$ cat src/scpq_pkg.sv
// Package for the sorted cost priority queue: sizes, operation and status codes,
// and the per-cycle command that the top level broadcasts to every cell.
// No dependencies.
package scpq_pkg;

	localparam int DEPTH    = 64;
	localparam int KEY_BITS = 32;
	localparam int ID_BITS  = 16;
	localparam int CNT_BITS = $clog2(DEPTH + 1);

	typedef enum logic [2:0] {
		MODE_PUSH   = 3'd0,
		MODE_POP    = 3'd1,
		MODE_TOP    = 3'd2,
		MODE_SECOND = 3'd3,
		MODE_CLEAR  = 3'd4
	} mode_t;

	typedef enum logic [1:0] {
		ST_OK    = 2'd0,
		ST_UNDER = 2'd1,
		ST_OVER  = 2'd2
	} status_t;

	// Command shared by all cells in one cycle.
	typedef struct packed {
		logic push;
		logic pop;
	} cell_cmd_t;

endpackage

$ cat src/scpq_cell.sv
// One slot of the sorted chain: holds a key and an edge id and trades them
// with its neighbors on push (shift toward the tail) and pop (shift toward the head).
// Depends on scpq_pkg.
module scpq_cell
	import scpq_pkg::*;
(
	input  logic                clk,
	input  cell_cmd_t           cmd,
	input  logic                occ,
	input  logic [KEY_BITS-1:0] new_key,
	input  logic [ID_BITS-1:0]  new_edge,
	input  logic                left_gt,
	input  logic [KEY_BITS-1:0] left_key,
	input  logic [ID_BITS-1:0]  left_edge,
	input  logic [KEY_BITS-1:0] right_key,
	input  logic [ID_BITS-1:0]  right_edge,
	output logic                gt,
	output logic [KEY_BITS-1:0] key,
	output logic [ID_BITS-1:0]  edge_id
);

	logic [KEY_BITS-1:0] key_q;
	logic [ID_BITS-1:0]  edge_q;

	// An empty slot counts as holding a greater key, so a push lands there.
	assign gt      = !occ || (new_key < key_q);
	assign key     = key_q;
	assign edge_id = edge_q;

	always_ff @(posedge clk) begin
		if (cmd.push && gt) begin
			// The insertion point is the first slot that sees a greater key;
			// every slot after it takes its left neighbor.
			if (left_gt) begin
				key_q  <= left_key;
				edge_q <= left_edge;
			end else begin
				key_q  <= new_key;
				edge_q <= new_edge;
			end
		end else if (cmd.pop) begin
			key_q  <= right_key;
			edge_q <= right_edge;
		end
	end

endmodule

$ cat config.mk
export PLATFORM = sky130hd
export DESIGN_NAME = scpq_cell
export DESIGN_NICKNAME = d
export VERILOG_FILES = /design/src/scpq_pkg.sv /design/src/scpq_cell.sv
export SDC_FILE = /design/constraint.sdc
export NUM_CORES = 1
export LEC_CHECK = 0
export ABC_AREA = 1
export BUFFER_PORTS_ARGS = -buffer_cell sky130_fd_sc_hd__buf_2
export CAP_MARGIN = 20
export CELL_PAD_IN_SITES_DETAIL_PLACEMENT = 1
export CELL_PAD_IN_SITES_GLOBAL_PLACEMENT = 1
export CORE_ASPECT_RATIO = 0.7
export CORE_UTILIZATION = 34
export DETAILED_ROUTE_END_ITERATION = 10
export PLACE_DENSITY_LB_ADDON = 0.1
export SLEW_MARGIN = 10
export SYNTH_ARGS = -nofsm -noshare
export SYNTH_HDL_FRONTEND = slang
export SYNTH_SLANG_ARGS = --single-unit
$ cat constraint.sdc
create_clock -name clk -period 8.4 [get_ports clk]
set_input_delay 0.84 -clock clk [delete_from_list [all_inputs] [get_ports clk]]
set_output_delay 0.84 -clock clk [all_outputs]
set_load 0.01 [all_outputs]
==> results.ini <==
[outcome]
outcome=finished clean

[route]
met1_length_mm=4.83
top_layer=met4
firstDrtPassIters=4
wl_met3_um=802
wl_met2_mm=5.18
ant_nets=0
drc=0
routed_wl_mm=10.9
via_per_inst=4.80
drt-initial-drc-count=143
vias=3430
wl_per_cell_um=15.3

[place]
dp_hpwl_mm=8.04
routabilityCongestion=0.736
portBuffers=197
post-place-ws_ns=4.59
dp_cells=706

[clock_network]
cts_setup_buffers=0
clockRootBuffer=clkbuf_16
cts_resized=0
clock_latency_ns=0.29
cts_tree=built
cts.sinks=48
clkTransAtPathRegs_ns=0.07
htree_levels=2
numCtsBuffers=5
max-clock-path-buffers=2
cts_hold_buffers=0

[floorplanning]
die-area_sq_mm=0.0108
io-pin-count=198
row_count=30
die_w_um=124
core_sq_mm=0.00987
die_h_um=87.1
initial_core_util_pct=35.6

[hold_path]
worstHoldPathCells=3
hold_class=primary input to register
hp-start=right_edge[8]

[critical_path]
startpoint_type=primary input
cp.required_ns=7.56
worstPathMaxFanout=49
reg2reg_from=key[7]
cp-end-kind=primary output
r2r_cells=14
path_class=primary input to primary output
critPathLaunch=new_key[5]
arrival_ns=2.69

[sta]
finalCritPeriodShare_pct=42.0
worst_pin_slew_ns=1.04
slew_headroom_pct=30.6
finalSetupTns_ns=0
finClkSkew_ns=0.00785
period_needed_ns=3.53
slew_viol_final=0
hold_viol_final=0
fmax_ghz=0.284
finalSetupViolCount=0
rsz0062_at_grt=no
layout_setup_ws_ns=4.87

[final_layout]
area_growth_pct=34.7
stdcell_count=715
drive_above_1_share_pct=44.0
finalNetCount=766
antennaDiodeCount=0

[power_and_ir_drop]
power.density_mw_per_mm2=163
peakVddDrop_uv=83.1
leakage_nw=2.55

[global_route]
grt_pass1_wl_mm=17.0
grt_antenna_before_repair=0
grt_pass1_vias=3517
grt_use_total_pct=20.7
grt_overflow_total=0
grt_start_max_net_pins=50

[job]
max-cap-violations=0

[synthesis]
postSynthNetCount=578
ys_seq_area_share_pct=41.0
ys_warn_count=0
syn-instance-count=398
syn-cell-area_sq_mm=0.00352
synth-seq-cells=48
synth.distinct_cells=19
avgSynthCellArea_sq_um=8.84

critical path, stage by stage:
cell     delay [ns]
buf_2          0.11
ha_1           0.30
a21oi_1        0.13
nor2_1         0.05
nor3_1         0.15
nand2_1        0.09
nand2_1        0.06
nand2_1        0.05
nand2_1        0.06
nand2_1        0.05
nand2_2        0.07
buf_4          0.49
buf_2          0.24
through the flow:
| stage | instance area (sq um) | power [W] | hold slack [ns] | utilization [%] |
|---|---|---|---|---|
| 2_1_floorplan | 3520 | 0.000472 | 1.02 | - |
| 3_3_place_gp | 4580 | 0.000569 | 1.10 | 46.4 |
| 3_5_place_dp | 4580 | 0.000577 | 1.11 | 46.4 |
| 4_1_cts | 4720 | 0.000783 | 0.808 | 47.8 |
| 5_1_grt | 4740 | 0.000825 | 0.810 | 48.0 |
| 6_report | 4740 | 0.000773 | 0.813 | 48.0 |
worst paths after layout:
path | endpoint | slack, ns
hold / removal | edge_id[8] | 0.81
setup / recovery | gt | 4.87
hold reg to reg | key[9] | 1.54
setup reg to reg | key[15] | 5.24
routing by layer:
metal | up-vias | GRT usage (%)
met4 | 0 | 4.49
li1 | 1725 | -
met1 | 1584 | 25.9
met3 | 9 | 5.17
met5 | - | 0
met2 | 112 | 36.0
cells by family after synthesis:
logic type | count (synthesis) | synth area share [%]
AND/OR/NAND/NOR | 191 | 22.4
flip-flops | 48 | 41.0
adder cells (fa/ha/maj) | 31 | 11.0
multiplexers | 47 | 15.0
buffers and inverters | 60 | 7.47
AO/OA/AOI/OAI | 21 | 3.06
synthesized netlist by cell type (all sizes together):
| cell | count | area [sq um] |
|---|---|---|
| o21a | 1 | 7.51 |
| nor2 | 8 | 30.0 |
| o21ai | 5 | 25.0 |
| inv | 40 | 150 |
| ha | 31 | 388 |
| a21oi | 15 | 75.1 |
| nand3 | 50 | 250 |
| mux2 | 47 | 529 |
| nor3 | 2 | 10.0 |
| clkbuf | 8 | 30.0 |
| nand4 | 1 | 6.26 |
| nand2 | 130 | 493 |
| buf | 12 | 82.6 |
| edfxtp | 48 | 1440 |
cell type report:
class | count | area (sq um)
well taps | 128 | 160
fillers | 1242 | 5130
inverters | 40 | 150
repair buffers | 201 | 1030
clock inverters | 3 | 17.5
clock buffers | 5 | 125
flip-flops and latches | 48 | 1440
multi-input cells | 290 | 1820
registers in the layout (all words and copies together), names as in the netlist:
| register | count |
|---|---|
| edge_id | 16 |
| key | 32 |
cell usage in the layout (no fill, tap or decap):
cell,n
clkbuf_16,5
buf_2,197
ha_1,31
edfxtp_1,48
clkinv_2,1
inv_6,1
clkinv_1,1
nand2_1,127
nor2_1,8
o21ai_1,1
buf_12,1
o21ai_0,4
mux2_2,47
nand3_1,50
nor3_1,2
nand4_1,1
inv_1,40
a21oi_1,15
buf_4,3
o21a_1,1
nand2_2,3
power breakdown:
part / switching [W] / total (W) / internal, W
Clock: 0.0000928 / 0.000203 / 0.000110
Combinational: 0.000141 / 0.000248 / 0.000108
Sequential: 0.0000142 / 0.000321 / 0.000307
Power figures use the tool's default switching activity.
